$ cat src/design/bba_pkg.sv
`default_nettype none
package bba_pkg;

  localparam int ADDR_W    = 32;
  localparam int SIZE_W    = 16;
  localparam int CNT_W     = 11;
  localparam int STATUS_W  = 3;
  localparam int CFG_IDX_W = 2;
  localparam int DIV_DW    = 27;
  localparam int DIV_QW    = 11;
  localparam int DIV_CW    = $clog2(DIV_QW);

  localparam logic [CFG_IDX_W-1:0] REG_BASE  = 2'd0;
  localparam logic [CFG_IDX_W-1:0] REG_SIZE  = 2'd1;
  localparam logic [CFG_IDX_W-1:0] REG_COUNT = 2'd2;

  typedef enum logic [STATUS_W-1:0] {
    ST_OK          = 3'd0,
    ST_EXHAUSTED   = 3'd1,
    ST_NULL        = 3'd2,
    ST_RANGE       = 3'd3,
    ST_MISALIGNED  = 3'd4,
    ST_DOUBLE_FREE = 3'd5
  } status_t;

  typedef enum logic {
    MODE_ALLOC = 1'b0,
    MODE_FREE  = 1'b1
  } mode_t;

  typedef struct packed {
    logic              start;
    logic [DIV_DW-1:0] dividend;
    logic [SIZE_W-1:0] divisor;
  } div_req_t;

  typedef struct packed {
    logic              done;
    logic [DIV_QW-1:0] quotient;
    logic [SIZE_W-1:0] remainder;
  } div_rsp_t;

endpackage
`default_nettype wire

$ cat src/design/bba_if.sv
`default_nettype none
interface bba_cfg_if;
  import bba_pkg::*;
  logic                 valid;
  logic                 ready;
  logic [CFG_IDX_W-1:0] index;
  logic [ADDR_W-1:0]    data;
  modport source(output valid, index, data, input ready);
  modport sink(input valid, index, data, output ready);
endinterface

interface bba_req_if;
  import bba_pkg::*;
  logic              valid;
  logic              ready;
  logic              mode;
  logic [ADDR_W-1:0] block_address;
  modport source(output valid, mode, block_address, input ready);
  modport sink(input valid, mode, block_address, output ready);
endinterface

interface bba_rsp_if;
  import bba_pkg::*;
  logic                valid;
  logic                ready;
  logic [STATUS_W-1:0] status;
  logic [ADDR_W-1:0]   granted_address;
  logic [CNT_W-1:0]    used_blocks;
  logic [CNT_W-1:0]    peak_blocks;
  logic [ADDR_W-1:0]   failure_total;
  modport source(output valid, status, granted_address, used_blocks, peak_blocks,
                 failure_total, input ready);
  modport sink(input valid, status, granted_address, used_blocks, peak_blocks,
               failure_total, output ready);
endinterface
`default_nettype wire

$ cat src/design/bba_divider.sv
`default_nettype none
module bba_divider (
  input  logic               clk,
  input  logic               rst,
  input  bba_pkg::div_req_t  req,
  output bba_pkg::div_rsp_t  rsp
);
  import bba_pkg::*;

  logic              busy;
  logic              done;
  logic [DIV_CW-1:0] cnt;
  logic [DIV_DW-1:0] rem;
  logic [DIV_DW-1:0] dsh;
  logic [DIV_QW-1:0] q;

  always_ff @(posedge clk) begin
    if (rst) begin
      busy <= 1'b0;
      done <= 1'b0;
    end else begin
      done <= 1'b0;
      if (req.start) begin
        busy <= 1'b1;
        cnt  <= DIV_CW'(DIV_QW - 1);
        rem  <= req.dividend;
        dsh  <= DIV_DW'({req.divisor, {(DIV_QW-1){1'b0}}});
        q    <= '0;
      end else if (busy) begin
        if (rem >= dsh) begin
          rem <= rem - dsh;
          q   <= {q[DIV_QW-2:0], 1'b1};
        end else begin
          q   <= {q[DIV_QW-2:0], 1'b0};
        end
        dsh <= dsh >> 1;
        if (cnt == '0) begin
          busy <= 1'b0;
          done <= 1'b1;
        end else begin
          cnt <= cnt - 1'b1;
        end
      end
    end
  end

  assign rsp.done      = done;
  assign rsp.quotient  = q;
  assign rsp.remainder = SIZE_W'(rem);

endmodule
`default_nettype wire

$ cat src/design/bitmap_block_allocator.sv
`default_nettype none
// Channel  Dir  Word
// cfg      in   index, data (0 pool base, 1 bytes per block, 2 blocks in the pool)
// req      in   mode, block_address
// rsp      out  status, granted_address, used_blocks, peak_blocks, failure_total
//
// Allocate: map words are read, one per cycle, until a free bit shows up; at most 32 with
// 1024 blocks. Free: a range check, an 11-step divider pass and a map read-modify-write;
// a misaligned address stops after the divider, one out of range after the range check,
// a null one at once. req is ready again the cycle after the result is loaded.
// After reset the map is set to all free, word by word; req is held off meanwhile.
// A result waits in the output register; a new req word is taken, its result waits.
module bitmap_block_allocator #(
  parameter int MAX_BLOCKS = 1024,
  parameter int WORD_BITS  = 32
) (
  input  logic        clk,
  input  logic        rst,
  bba_cfg_if.sink     cfg,
  bba_req_if.sink     req,
  bba_rsp_if.source   rsp
);
  import bba_pkg::*;

  localparam int MAP_WORDS = (MAX_BLOCKS + WORD_BITS - 1) / WORD_BITS;
  localparam int AW        = (MAP_WORDS > 1) ? $clog2(MAP_WORDS) : 1;
  localparam int BW        = $clog2(WORD_BITS);
  localparam int CAP       = (MAX_BLOCKS < (1 << CNT_W) - 1) ? MAX_BLOCKS : (1 << CNT_W) - 1;
  localparam logic [CNT_W-1:0] LIMIT_CAP = CNT_W'(CAP);
  localparam logic [CNT_W:0]   WORD_STEP = (CNT_W + 1)'(WORD_BITS);
  localparam logic [WORD_BITS-1:0] ONE_BIT = WORD_BITS'(1);

  typedef enum logic [7:0] {
    S_CLEAR = 8'b00000001,
    S_IDLE  = 8'b00000010,
    S_SCAN  = 8'b00000100,
    S_MUL   = 8'b00001000,
    S_FCMP  = 8'b00010000,
    S_FDIV  = 8'b00100000,
    S_FRD   = 8'b01000000,
    S_DONE  = 8'b10000000
  } state_t;

  state_t state;

  logic [ADDR_W-1:0] base_reg;
  logic [SIZE_W-1:0] size_reg;
  logic [CNT_W-1:0]  nblk_reg;
  logic [CNT_W-1:0]  limit;
  logic [SIZE_W-1:0] size_eff;

  logic [CNT_W-1:0]  used_count;
  logic [CNT_W-1:0]  peak_count;
  logic [ADDR_W-1:0] fail_count;
  logic [CNT_W-1:0]  used_inc;
  logic [ADDR_W-1:0] fail_next;

  logic [WORD_BITS-1:0] map_mem [MAP_WORDS];
  logic [WORD_BITS-1:0] rd_data;
  logic                 rd_en;
  logic [AW-1:0]        rd_addr;
  logic                 wr_en;
  logic [AW-1:0]        wr_addr;
  logic [WORD_BITS-1:0] wr_data;
  logic [AW-1:0]        clr_addr;

  logic [AW-1:0]        iss_addr;
  logic [CNT_W:0]       iss_base;
  logic                 iss_go;
  logic                 chk_valid;
  logic [AW-1:0]        chk_addr;
  logic [CNT_W-1:0]     chk_base;
  logic [CNT_W-1:0]     chk_rem;
  logic [WORD_BITS-1:0] chk_mask;
  logic [WORD_BITS-1:0] chk_hits;
  logic                 chk_last;
  logic [BW-1:0]        hit_pos;

  logic [CNT_W-1:0]  grant_idx;
  logic [DIV_DW-1:0] prod;
  status_t           res_status;
  logic              res_grant;

  logic [ADDR_W-1:0] offset;
  logic [DIV_DW-1:0] lim_prod;
  logic              in_range;
  logic [AW-1:0]     free_word;
  logic [BW-1:0]     free_pos;

  div_req_t div_req;
  div_rsp_t div_rsp;

  logic                rsp_valid;
  logic                rsp_load;
  logic [STATUS_W-1:0] rsp_status;
  logic [ADDR_W-1:0]   rsp_granted;
  logic [CNT_W-1:0]    rsp_used;
  logic [CNT_W-1:0]    rsp_peak;
  logic [ADDR_W-1:0]   rsp_fail;

  assign limit     = (nblk_reg < LIMIT_CAP) ? nblk_reg : LIMIT_CAP;
  assign size_eff  = (size_reg == '0) ? SIZE_W'(1) : size_reg;
  assign used_inc  = used_count + 1'b1;
  assign fail_next = (fail_count == '1) ? fail_count : fail_count + 1'b1;

  assign iss_go   = iss_base < {1'b0, limit};
  assign chk_rem  = limit - chk_base;
  assign chk_last = ({1'b0, chk_base} + WORD_STEP) >= {1'b0, limit};
  assign chk_hits = rd_data & chk_mask;
  assign in_range = offset < ADDR_W'(lim_prod);
  assign rsp_load = (state == S_DONE) && (!rsp_valid || rsp.ready);

  always_comb begin
    if (chk_rem >= CNT_W'(WORD_BITS)) begin
      chk_mask = '1;
    end else begin
      chk_mask = ~({WORD_BITS{1'b1}} << chk_rem[BW-1:0]);
    end
  end

  always_comb begin
    hit_pos = '0;
    for (int j = WORD_BITS - 1; j >= 0; j--) begin
      if (chk_hits[j]) begin
        hit_pos = BW'(j);
      end
    end
  end

  always_comb begin
    rd_en   = 1'b0;
    rd_addr = iss_addr;
    wr_en   = 1'b0;
    wr_addr = chk_addr;
    wr_data = rd_data;
    unique case (state)
      S_CLEAR: begin
        wr_en   = 1'b1;
        wr_addr = clr_addr;
        wr_data = '1;
      end
      S_SCAN: begin
        rd_en   = iss_go;
        wr_en   = chk_valid && (chk_hits != '0);
        wr_data = rd_data & ~(ONE_BIT << hit_pos);
      end
      S_FDIV: begin
        rd_en   = div_rsp.done && (div_rsp.remainder == '0);
        rd_addr = AW'(div_rsp.quotient >> BW);
      end
      S_FRD: begin
        wr_en   = !rd_data[free_pos];
        wr_addr = free_word;
        wr_data = rd_data | (ONE_BIT << free_pos);
      end
      default: begin
      end
    endcase
  end

  always_ff @(posedge clk) begin
    if (rd_en) begin
      rd_data <= map_mem[rd_addr];
    end
    if (wr_en) begin
      map_mem[wr_addr] <= wr_data;
    end
  end

  always_comb begin
    div_req.start    = (state == S_FCMP) && in_range;
    div_req.dividend = offset[DIV_DW-1:0];
    div_req.divisor  = size_eff;
  end

  bba_divider u_div (
    .clk (clk),
    .rst (rst),
    .req (div_req),
    .rsp (div_rsp)
  );

  always_ff @(posedge clk) begin
    if (rst) begin
      state      <= S_CLEAR;
      clr_addr   <= '0;
      chk_valid  <= 1'b0;
      base_reg   <= '0;
      size_reg   <= SIZE_W'(32);
      nblk_reg   <= CNT_W'(1024);
      used_count <= '0;
      peak_count <= '0;
      fail_count <= '0;
      rsp_valid  <= 1'b0;
    end else begin
      if (cfg.valid) begin
        unique case (cfg.index)
          REG_BASE:  base_reg <= cfg.data;
          REG_SIZE:  size_reg <= cfg.data[SIZE_W-1:0];
          REG_COUNT: nblk_reg <= cfg.data[CNT_W-1:0];
          default: begin
          end
        endcase
      end

      if (rsp_load) begin
        rsp_valid <= 1'b1;
      end else if (rsp.ready) begin
        rsp_valid <= 1'b0;
      end

      unique case (state)
        S_CLEAR: begin
          clr_addr <= clr_addr + 1'b1;
          if (clr_addr == AW'(MAP_WORDS - 1)) begin
            state <= S_IDLE;
          end
        end
        S_IDLE: begin
          if (req.valid) begin
            res_grant <= 1'b0;
            if (req.mode == MODE_ALLOC) begin
              if (limit == '0) begin
                res_status <= ST_EXHAUSTED;
                fail_count <= fail_next;
                state      <= S_DONE;
              end else begin
                iss_addr  <= '0;
                iss_base  <= '0;
                chk_valid <= 1'b0;
                state     <= S_SCAN;
              end
            end else if (req.block_address == '0) begin
              res_status <= ST_NULL;
              state      <= S_DONE;
            end else begin
              offset   <= req.block_address - base_reg;
              lim_prod <= DIV_DW'(limit) * DIV_DW'(size_eff);
              state    <= S_FCMP;
            end
          end
        end
        S_SCAN: begin
          if (iss_go) begin
            iss_addr <= iss_addr + 1'b1;
            iss_base <= iss_base + WORD_STEP;
          end
          chk_addr <= iss_addr;
          chk_base <= iss_base[CNT_W-1:0];
          if (chk_valid && (chk_hits != '0)) begin
            grant_idx  <= chk_base + CNT_W'(hit_pos);
            used_count <= used_inc;
            if (used_inc > peak_count) begin
              peak_count <= used_inc;
            end
            res_status <= ST_OK;
            res_grant  <= 1'b1;
            chk_valid  <= 1'b0;
            state      <= S_MUL;
          end else if (chk_valid && chk_last) begin
            res_status <= ST_EXHAUSTED;
            fail_count <= fail_next;
            chk_valid  <= 1'b0;
            state      <= S_DONE;
          end else begin
            chk_valid <= iss_go;
          end
        end
        S_MUL: begin
          prod  <= DIV_DW'(grant_idx) * DIV_DW'(size_eff);
          state <= S_DONE;
        end
        S_FCMP: begin
          if (in_range) begin
            state <= S_FDIV;
          end else begin
            res_status <= ST_RANGE;
            state      <= S_DONE;
          end
        end
        S_FDIV: begin
          if (div_rsp.done) begin
            if (div_rsp.remainder != '0) begin
              res_status <= ST_MISALIGNED;
              state      <= S_DONE;
            end else begin
              free_word <= AW'(div_rsp.quotient >> BW);
              free_pos  <= div_rsp.quotient[BW-1:0];
              state     <= S_FRD;
            end
          end
        end
        S_FRD: begin
          if (rd_data[free_pos]) begin
            res_status <= ST_DOUBLE_FREE;
          end else begin
            res_status <= ST_OK;
            if (used_count != '0) begin
              used_count <= used_count - 1'b1;
            end
          end
          state <= S_DONE;
        end
        S_DONE: begin
          if (rsp_load) begin
            rsp_status  <= res_status;
            rsp_granted <= res_grant ? base_reg + ADDR_W'(prod) : '0;
            rsp_used    <= used_count;
            rsp_peak    <= peak_count;
            rsp_fail    <= fail_count;
            state       <= S_IDLE;
          end
        end
        default: begin
          state <= S_IDLE;
        end
      endcase
    end
  end

  assign cfg.ready           = 1'b1;
  assign req.ready           = (state == S_IDLE);
  assign rsp.valid           = rsp_valid;
  assign rsp.status          = rsp_status;
  assign rsp.granted_address = rsp_granted;
  assign rsp.used_blocks     = rsp_used;
  assign rsp.peak_blocks     = rsp_peak;
  assign rsp.failure_total   = rsp_fail;

endmodule
`default_nettype wire

$ cat src/flat_wrapper.sv
// flat-port wrapper written by rule: the top's interface ports become plain ports
module bitmap_block_allocator_flat import bba_pkg::*;
#(
  parameter int MAX_BLOCKS = 1024,
  parameter int WORD_BITS  = 32
)
  (clk, rst, cfg_valid, cfg_index, cfg_data, cfg_ready, req_valid, req_mode, req_block_address, req_ready, rsp_valid, rsp_status, rsp_granted_address, rsp_used_blocks, rsp_peak_blocks, rsp_failure_total, rsp_ready);
  bba_cfg_if cfg_i ();
  bba_req_if req_i ();
  bba_rsp_if rsp_i ();
  input  logic clk;
  input  logic rst;
  input wire logic [$bits(cfg_i.valid)-1:0] cfg_valid;
  input wire logic [$bits(cfg_i.index)-1:0] cfg_index;
  input wire logic [$bits(cfg_i.data)-1:0] cfg_data;
  output wire logic [$bits(cfg_i.ready)-1:0] cfg_ready;
  input wire logic [$bits(req_i.valid)-1:0] req_valid;
  input wire logic [$bits(req_i.mode)-1:0] req_mode;
  input wire logic [$bits(req_i.block_address)-1:0] req_block_address;
  output wire logic [$bits(req_i.ready)-1:0] req_ready;
  output wire logic [$bits(rsp_i.valid)-1:0] rsp_valid;
  output wire logic [$bits(rsp_i.status)-1:0] rsp_status;
  output wire logic [$bits(rsp_i.granted_address)-1:0] rsp_granted_address;
  output wire logic [$bits(rsp_i.used_blocks)-1:0] rsp_used_blocks;
  output wire logic [$bits(rsp_i.peak_blocks)-1:0] rsp_peak_blocks;
  output wire logic [$bits(rsp_i.failure_total)-1:0] rsp_failure_total;
  input wire logic [$bits(rsp_i.ready)-1:0] rsp_ready;
  assign cfg_i.valid = cfg_valid;
  assign cfg_i.index = cfg_index;
  assign cfg_i.data = cfg_data;
  assign cfg_ready = cfg_i.ready;
  assign req_i.valid = req_valid;
  assign req_i.mode = req_mode;
  assign req_i.block_address = req_block_address;
  assign req_ready = req_i.ready;
  assign rsp_valid = rsp_i.valid;
  assign rsp_status = rsp_i.status;
  assign rsp_granted_address = rsp_i.granted_address;
  assign rsp_used_blocks = rsp_i.used_blocks;
  assign rsp_peak_blocks = rsp_i.peak_blocks;
  assign rsp_failure_total = rsp_i.failure_total;
  assign rsp_i.ready = rsp_ready;
  bitmap_block_allocator #(.MAX_BLOCKS(MAX_BLOCKS), .WORD_BITS(WORD_BITS)) u_core (.clk(clk), .rst(rst), .cfg(cfg_i), .req(req_i), .rsp(rsp_i));
endmodule
$ cat config.mk
export PLATFORM = sky130hd
export DESIGN_NAME = bitmap_block_allocator_flat
export DESIGN_NICKNAME = d
export VERILOG_FILES = /design/src/design/bba_pkg.sv /design/src/design/bba_if.sv /design/src/design/bba_divider.sv /design/src/design/bitmap_block_allocator.sv /design/src/flat_wrapper.sv
export SDC_FILE = /design/constraint.sdc
export NUM_CORES = 2
export LEC_CHECK = 0
export BUFFER_PORTS_ARGS = -buffer_cell sky130_fd_sc_hd__buf_2
export CAP_MARGIN = 25
export CORE_MARGIN = 2
export CORE_UTILIZATION = 35
export DETAILED_ROUTE_END_ITERATION = 12
export SYNTH_ARGS = -nofsm -noshare
export SYNTH_HDL_FRONTEND = slang
export SYNTH_SLANG_ARGS = --single-unit
$ cat constraint.sdc
create_clock -name clk -period 10.9 [get_ports clk]
set_clock_uncertainty 0.2 [all_clocks]
set_input_delay 0 -clock clk [delete_from_list [all_inputs] [get_ports clk]]
set_output_delay 0 -clock clk [all_outputs]
set_load 0.05 [all_outputs]
==> After elaboration in Yosys (flattened, before gate mapping) <==
Memory sizes are Yosys's and may differ from the RTL's. A register that Yosys moved wholly into a read port is not among the register bits.
Index checks and enable logic that the tools add are counted.
{ "word_totals": {"regBits": 430, "ramBits": 1024, "input_bits": 72, "out_inout_bits": 92, "elab_cells": 258, "mem_count": 1} }
{ "memory_table": {"columns": ["memory", "words", "word_bits", "read_ports", "rd_ports_with_merged_regs", "wr", "line_no", "rtl"], "rows": [
  ["u_core.map_mem", 32, 32, 1, 1, 1, "bitmap_block_allocator.sv:58", "logic [WORD_BITS-1:0] map_mem [MAP_WORDS];"]
]} }
{ "op_classes": {"addsub": 13, "multipliers": 2, "order_cmp": 8, "n_eq_ne": 31, "shifts": 3, "n_mux": 112, "bitwise_logic": 9, "reduce_logical": 45} }
{ "op_table": {"columns": ["operator", "n"], "rows": [
  ["32-bit 2-to-1 mux", 7],
  ["5-bit 2-to-1 mux", 37],
  ["32-bit one-hot mux with 3 select lines", 1],
  ["8-bit 2-to-1 mux", 11],
  ["27-bit 2-to-1 mux", 3],
  ["32-bit bitwise AND", 2],
  ["32-bit inverter", 2],
  ["32-bit one-hot mux with 2 select lines", 1],
  ["1-bit by 5-bit << shifter with 32-bit output, first input constant", 2],
  ["8-bit one-hot mux with 7 select lines", 1],
  ["11-bit by 16-bit multiplier with 27-bit output", 2],
  ["26-bit 2-to-1 mux", 2],
  ["12-bit 2-to-1 mux", 4],
  ["11-bit 2-to-1 mux", 4],
  ["32-bit by 1-bit adder with 32-bit output, second input constant", 1],
  ["32-bit by 27-bit adder with 32-bit output", 1],
  ["32-bit equality test, second input constant", 1],
  ["16-bit logical NOT", 2],
  ["32-bit logical NOT", 1],
  ["32-bit by 27-bit less-than comparator with 1-bit output", 1],
  ["32-bit bitwise OR", 1],
  ["32-bit nonzero test", 1],
  ["32-bit by 5-bit << shifter with 32-bit output, first input constant", 1],
  ["32-bit subtractor", 1],
  ["other kinds (62)", 133]
]} }

==> Logic depth before layout (Yosys ltp) <==
{ "logic_depth": {"word_depth": 43, "ltp_mapped": 27, "ltp_nobuf": 24} }

==> Modules after synthesis <==
A second synthesis with hierarchy kept.
{ "hier_totals": {"hier_cells": 6600, "area_unflattened_um2": 76843.7} }
{ "by_module_without_submodules": {"columns": ["mod", "instances", "cells_each", "area_each_um2", "seq_area_each_um2"], "rows": [
  ["bitmap_block_allocator", 1, 6116, 72209.3, 40969.3],
  ["bba_divider", 1, 484, 4634.4, 2082.0]
]} }

==> Least setup slack after synthesis <==
Ideal clock, no wire load.
{ "synth_path": {"path_type": "reg2reg", "from": "reg u_core.state[0]", "to": "reg u_core.rsp_fail[0] (netlist: u_core.rsp.failure_total[0]), enable pin", "setup_ns": 0.645, "arrival_time_ns": 7.300, "required_ns": 10.055, "slack_ns": 2.754, "path_stages_with_launch": 5, "n_path_buf": 0, "synth_period_minus_slack_ns": 8.146, "cell_sequence": "dfxtp_1 -> or4_1 -> nor3_1 -> nand3b_1 -> nor3_1"} }
{ "synth_via": {"elab_chain_len": 3} }
{ "synth_rtl": {"columns": ["item", "line_no", "rtl"], "rows": [
  ["start, declared", "bitmap_block_allocator.sv:44", "state_t state;"],
  ["start signal, assigned", "bitmap_block_allocator.sv:185", "state <= S_CLEAR;"],
  ["start signal, assigned", "bitmap_block_allocator.sv:216", "state <= S_IDLE;"],
  ["start signal, assigned", "bitmap_block_allocator.sv:226", "state <= S_DONE;"],
  ["8-bit equality test (*)", "bitmap_block_allocator.sv:111, bitmap_block_allocator.sv:212", null],
  ["1-bit logical AND", "bitmap_block_allocator.sv:111", "assign rsp_load = (state == S_DONE) && (!rsp_valid || rsp.ready);"],
  ["3-bit AND reduction (no line) (*)", null, null],
  ["end signal, assigned", "bitmap_block_allocator.sv:310", "rsp_fail <= fail_count;"],
  ["end, declared", "bitmap_block_allocator.sv:99", "logic [ADDR_W-1:0] rsp_fail;"]
]} }
Mark *: on every way between the ends. The rest lies on a longest branch, timed or not.
A chain may end at the register's enable or synchronous reset.

==> Worst setup path in the final report <==
{ "layout_path": {"from": "reg u_core.nblk_reg[10]", "to": "mem u_core.map_mem[29][8], enable pin"} }
{ "layout_via": {"elab_chain_len": 12, "elab_cells_between_ends": 13, "classes_between": "add/sub: 1; order compare: 2; shift: 1; mux: 5; bitwise: 2; reduce/logical: 2"} }
{ "layout_rtl": {"columns": ["item", "line_no", "rtl"], "rows": [
  ["start, declared", "bitmap_block_allocator.sv:48", "logic [CNT_W-1:0] nblk_reg;"],
  ["start signal, assigned", "bitmap_block_allocator.sv:200", "REG_COUNT: nblk_reg <= cfg.data[CNT_W-1:0];"],
  ["11-bit less-than comparator", "bitmap_block_allocator.sv:101", "assign limit = (nblk_reg < LIMIT_CAP) ? nblk_reg : LIMIT_CAP;"],
  ["11-bit 2-to-1 mux (*)", "bitmap_block_allocator.sv:101", null],
  ["11-bit subtractor (*)", "bitmap_block_allocator.sv:107", "assign chk_rem = limit - chk_base;"],
  ["parallel branches: the longest is 2 deep, another holds 11-bit by 6-bit >= comparator with 1-bit output", null, null],
  ["32-bit 2-to-1 mux (*)", "bitmap_block_allocator.sv:114", "if (chk_rem >= CNT_W'(WORD_BITS)) begin"],
  ["32-bit bitwise AND (*)", "bitmap_block_allocator.sv:109", "assign chk_hits = rd_data & chk_mask;"],
  ["32-bit nonzero test (*)", "bitmap_block_allocator.sv:144", "wr_en = chk_valid && (chk_hits != '0);"],
  ["1-bit logical AND (*)", "bitmap_block_allocator.sv:144", null],
  ["1-bit one-hot mux with 3 select lines (*)", "bitmap_block_allocator.sv:136", "unique case (state)"],
  ["1-bit 2-to-1 mux (*)", "bitmap_block_allocator.sv:165", "if (wr_en) begin"],
  ["1-bit 2-to-1 mux (not written as such) (*)", "bitmap_block_allocator.sv:166", "map_mem[wr_addr] <= wr_data;"],
  ["end, declared", "bitmap_block_allocator.sv:58", null]
]} }
Every way passes the cells marked *.

==> flow_metrics.py <==
metrics = {
    "clock_network": {
        "path_clk_slew_ns": 0.06,
        "htree_levels": 4,
        "cts_root_buf": "clkbuf_16",
        "cts_tree": "built",
        "holdBufCountCts": 160,
        "cts_sinks": 1476,
        "clock_path_buffers": 3,
        "cts.repair.resized": 0,
        "insertion_delay_ns": 0.81,
        "cts_setup_buffers": 0,
        "numCtsBuffers": 153,
    },
    "global_route": {
        "grt_max_degree": 170,
        "gr-usage-all-layers": 0.1909,
        "grt_pass1_wl_mm": 325.8,
        "gr-total-overflow": 0,
        "antenna_found_initial": 15,
        "grt_pass1_vias": 51340,
    },
    "cells_and_area": {
        "fin_nets": 7324,
        "layout_common_cells": "1,346 x edfxtp_1, 1,001 x nand2_1, 405 x and2_1, 404 x a211oi_1, 393 x inv_1",
        "final_common_cell": "edfxtp_1",
        "largest_register": "u_core.map_mem",
        "largest_register_ffs": 1024,
        "synthToLayoutAreaGrowth_pct": 15.21,
        "drive_gt1_frac": 0.09787,
    },
    "setup_path": {
        "r2r_setup_slack_ns": 3.28,
        "reg2reg_to": "u_core.map_mem[29][8]$_DFFE_PP_",
        "worstSetupPathType": "reg2reg",
        "ff2ff_path_depth": 19,
        "cp.required_ns": 11.14,
        "cp_max_fo": 49,
        "cp-end-kind": "flop",
        "worstPathArrival_ns": 7.86,
        "crit_path_start_kind": "flop",
        "reg2reg_from": "u_core.nblk_reg[10]$_SDFFE_PP1P_",
    },
    "job": {
        "maxCapViolations": 0,
    },
    "pwr": {
        "p_leak_nw": 30.85,
        "vdd_drop_max_mv": 0.1653,
        "powerDensity_nw_per_um2": 144.2,
    },
    "route": {
        "dr_total_vias": 52590,
        "drc_errors": 0,
        "firstDrtPassIters": 5,
        "detail-route-antenna-nets": 0,
        "viasPerCell": 5.414,
        "wl_mm": 217.3,
        "wl_per_cell_um": 22.37,
        "first_iter_violations": 4988,
    },
    "sta": {
        "totalNegativeSetupSlack_ns": 0,
        "relSlewSlack": 0.2736,
        "holdWs_ns": 0.09310,
        "final_hold_viol_count": 0,
        "setup_viol": 0,
        "worst_pin_slew_ns": 1.083,
        "fin_crit_ns": 7.624,
        "rsz0062_at_grt": "false",
        "slew_viol_final": 0,
        "post-route-period-util": 0.6994,
        "fmax_mhz": 131.2,
    },
    "status": {
        "status": "complete, no violations",
    },
    "yosys": {
        "synth_nets": 7093,
        "synth_cell_types": 94,
        "synthArstFlopShare": 0,
        "syn_inst": 6496,
        "synth_edf_count": 1346,
        "synth_seq_area_share": 0.5643,
        "syn_area_um2": 76240,
        "synth_area_per_cell_um2": 11.74,
        "yosysWarningCount": 0,
        "ys_ff_latch": 1476,
        "ys.flop_type": "edfxtp_1",
    },
    "worst_hold_path": {
        "hp-class": "in2reg",
        "hold_start": "req_valid",
        "holdPathStages": 4,
        "hold_end": "u_core.state[4]$_SDFFE_PP0P_",
    },
    "placed_design": {
        "hpwl_mm": 138.1,
        "io_buffers": 162,
        "gp_congestion": 0.9044,
    },
    "floorplanning": {
        "die_w_um": 470.7,
        "start_util": 0.3518,
        "coreArea_um2": 216700,
        "die_y_um": 470.7,
        "design.portCount": 164,
        "die_area_um2": 221600,
        "fp-row-count": 171,
    },
}
[how the worst max path moves through the flow]
stage | from | end
after floorplan | u_core.state[0]$_SDFFE_PP1P_ | u_core.rsp.failure_total[0]$_DFFE_PP_
after global placement | u_core.nblk_reg[10]$_SDFFE_PP1P_ | u_core.map_mem[29][8]$_DFFE_PP_
after detailed placement | u_core.nblk_reg[10]$_SDFFE_PP1P_ | u_core.map_mem[10][26]$_DFFE_PP_
after CTS | u_core.nblk_reg[10]$_SDFFE_PP1P_ | u_core.map_mem[10][24]$_DFFE_PP_
after global routing | u_core.nblk_reg[10]$_SDFFE_PP1P_ | u_core.map_mem[29][8]$_DFFE_PP_
final | u_core.nblk_reg[10]$_SDFFE_PP1P_ | u_core.map_mem[29][8]$_DFFE_PP_
[metrics by stage]
| stage | worst slack [ns] | utilization | std cells | power (mW) | area, um^2 |
|---|---|---|---|---|---|
| after floorplan | 2.754 | - | 6496 | 7.048 | 76240 |
| after global placement | 3.627 | 0.3726 | 9244 | 7.369 | 80760 |
| after detailed placement | 3.355 | 0.3730 | 9250 | 7.389 | 80830 |
| after CTS | 3.321 | 0.4038 | 9694 | 12.75 | 87520 |
| after global routing | 2.773 | 0.4052 | 9711 | 13.08 | 87830 |
| final | 3.276 | 0.4053 | 9714 | 12.66 | 87840 |
[synthesized netlist by cell type (all sizes together) (73+ instances only)]
cell,instances,area share
a211oi,406,0.040
a21o,96,0.0095
a21oi,284,0.019
a311oi,130,0.015
a31oi,176,0.014
and2,417,0.034
buf,73,0.0045
clkbuf,315,0.016
dfxtp,130,0.034
edfxtp,1346,0.53
fa,253,0.066
ha,272,0.045
inv,396,0.019
nand2,1002,0.049
nand3,87,0.0057
nor2,211,0.010
nor3,87,0.0059
o21ai,139,0.0092
xnor2,92,0.011
[cell families (layout without fill, tap and decap cells)]
logic type,after synthesis,count (layout),share of synthesized area
flip-flops,1476,1476,0.5643
adder cells (fa/ha/maj),526,526,0.1112
XOR/XNOR,145,145,0.01690
multiplexers,56,56,0.009403
AO/OA/AOI/OAI,1422,1422,0.1284
buffers and inverters,787,1147,0.03965
other,1,5,0.00004918
AND/OR/NAND/NOR,2083,2083,0.1301
[power breakdown]
| part | total [mW] | switching, mW | internal, mW |
|---|---|---|---|
| combinational | 0.924 | 0.621 | 0.303 |
| sequential | 6.43 | 0.0425 | 6.39 |
| clock | 5.31 | 2.28 | 3.02 |
[cell type report]
cell class / count / area (um^2)
diodes: 4 / 10.01
clock buffers: 202 / 4189
clock inverters: 82 / 895.9
fillers: 20270 / 128900
inverters: 399 / 1498
multi-input cells: 4233 / 30860
flip-flops and latches: 1476 / 43020
well taps: 2854 / 3571
repair buffers: 464 / 3794
[routing by layer]
metal / GRT usage / routed length (um)
met1: 0.2599 / 93500
met2: 0.3109 / 102600
met3: 0.02945 / 14290
met4: 0.06407 / 6912
met5: 0 / 29
[worst max-delay path, cell delays in order (launching register included)]
cell and delay, ns:
dfxtp_1 0.30, buf_4 0.38, clkinv_1 0.43, nand2_1 0.27, inv_1 0.30, ha_1 0.50
nand2_1 0.11, a211oi_1 0.45, a2111oi_4 0.14, and2_1 0.22, nand4_1 0.60, o21ai_1 0.28
and4_1 0.31, and4b_1 0.26, a211oi_4 0.23, buf_4 0.47, o21ai_2 0.13, buf_4 0.24
nor3_2 0.80, buf_4 0.53
(Power assumes the default switching activity.)
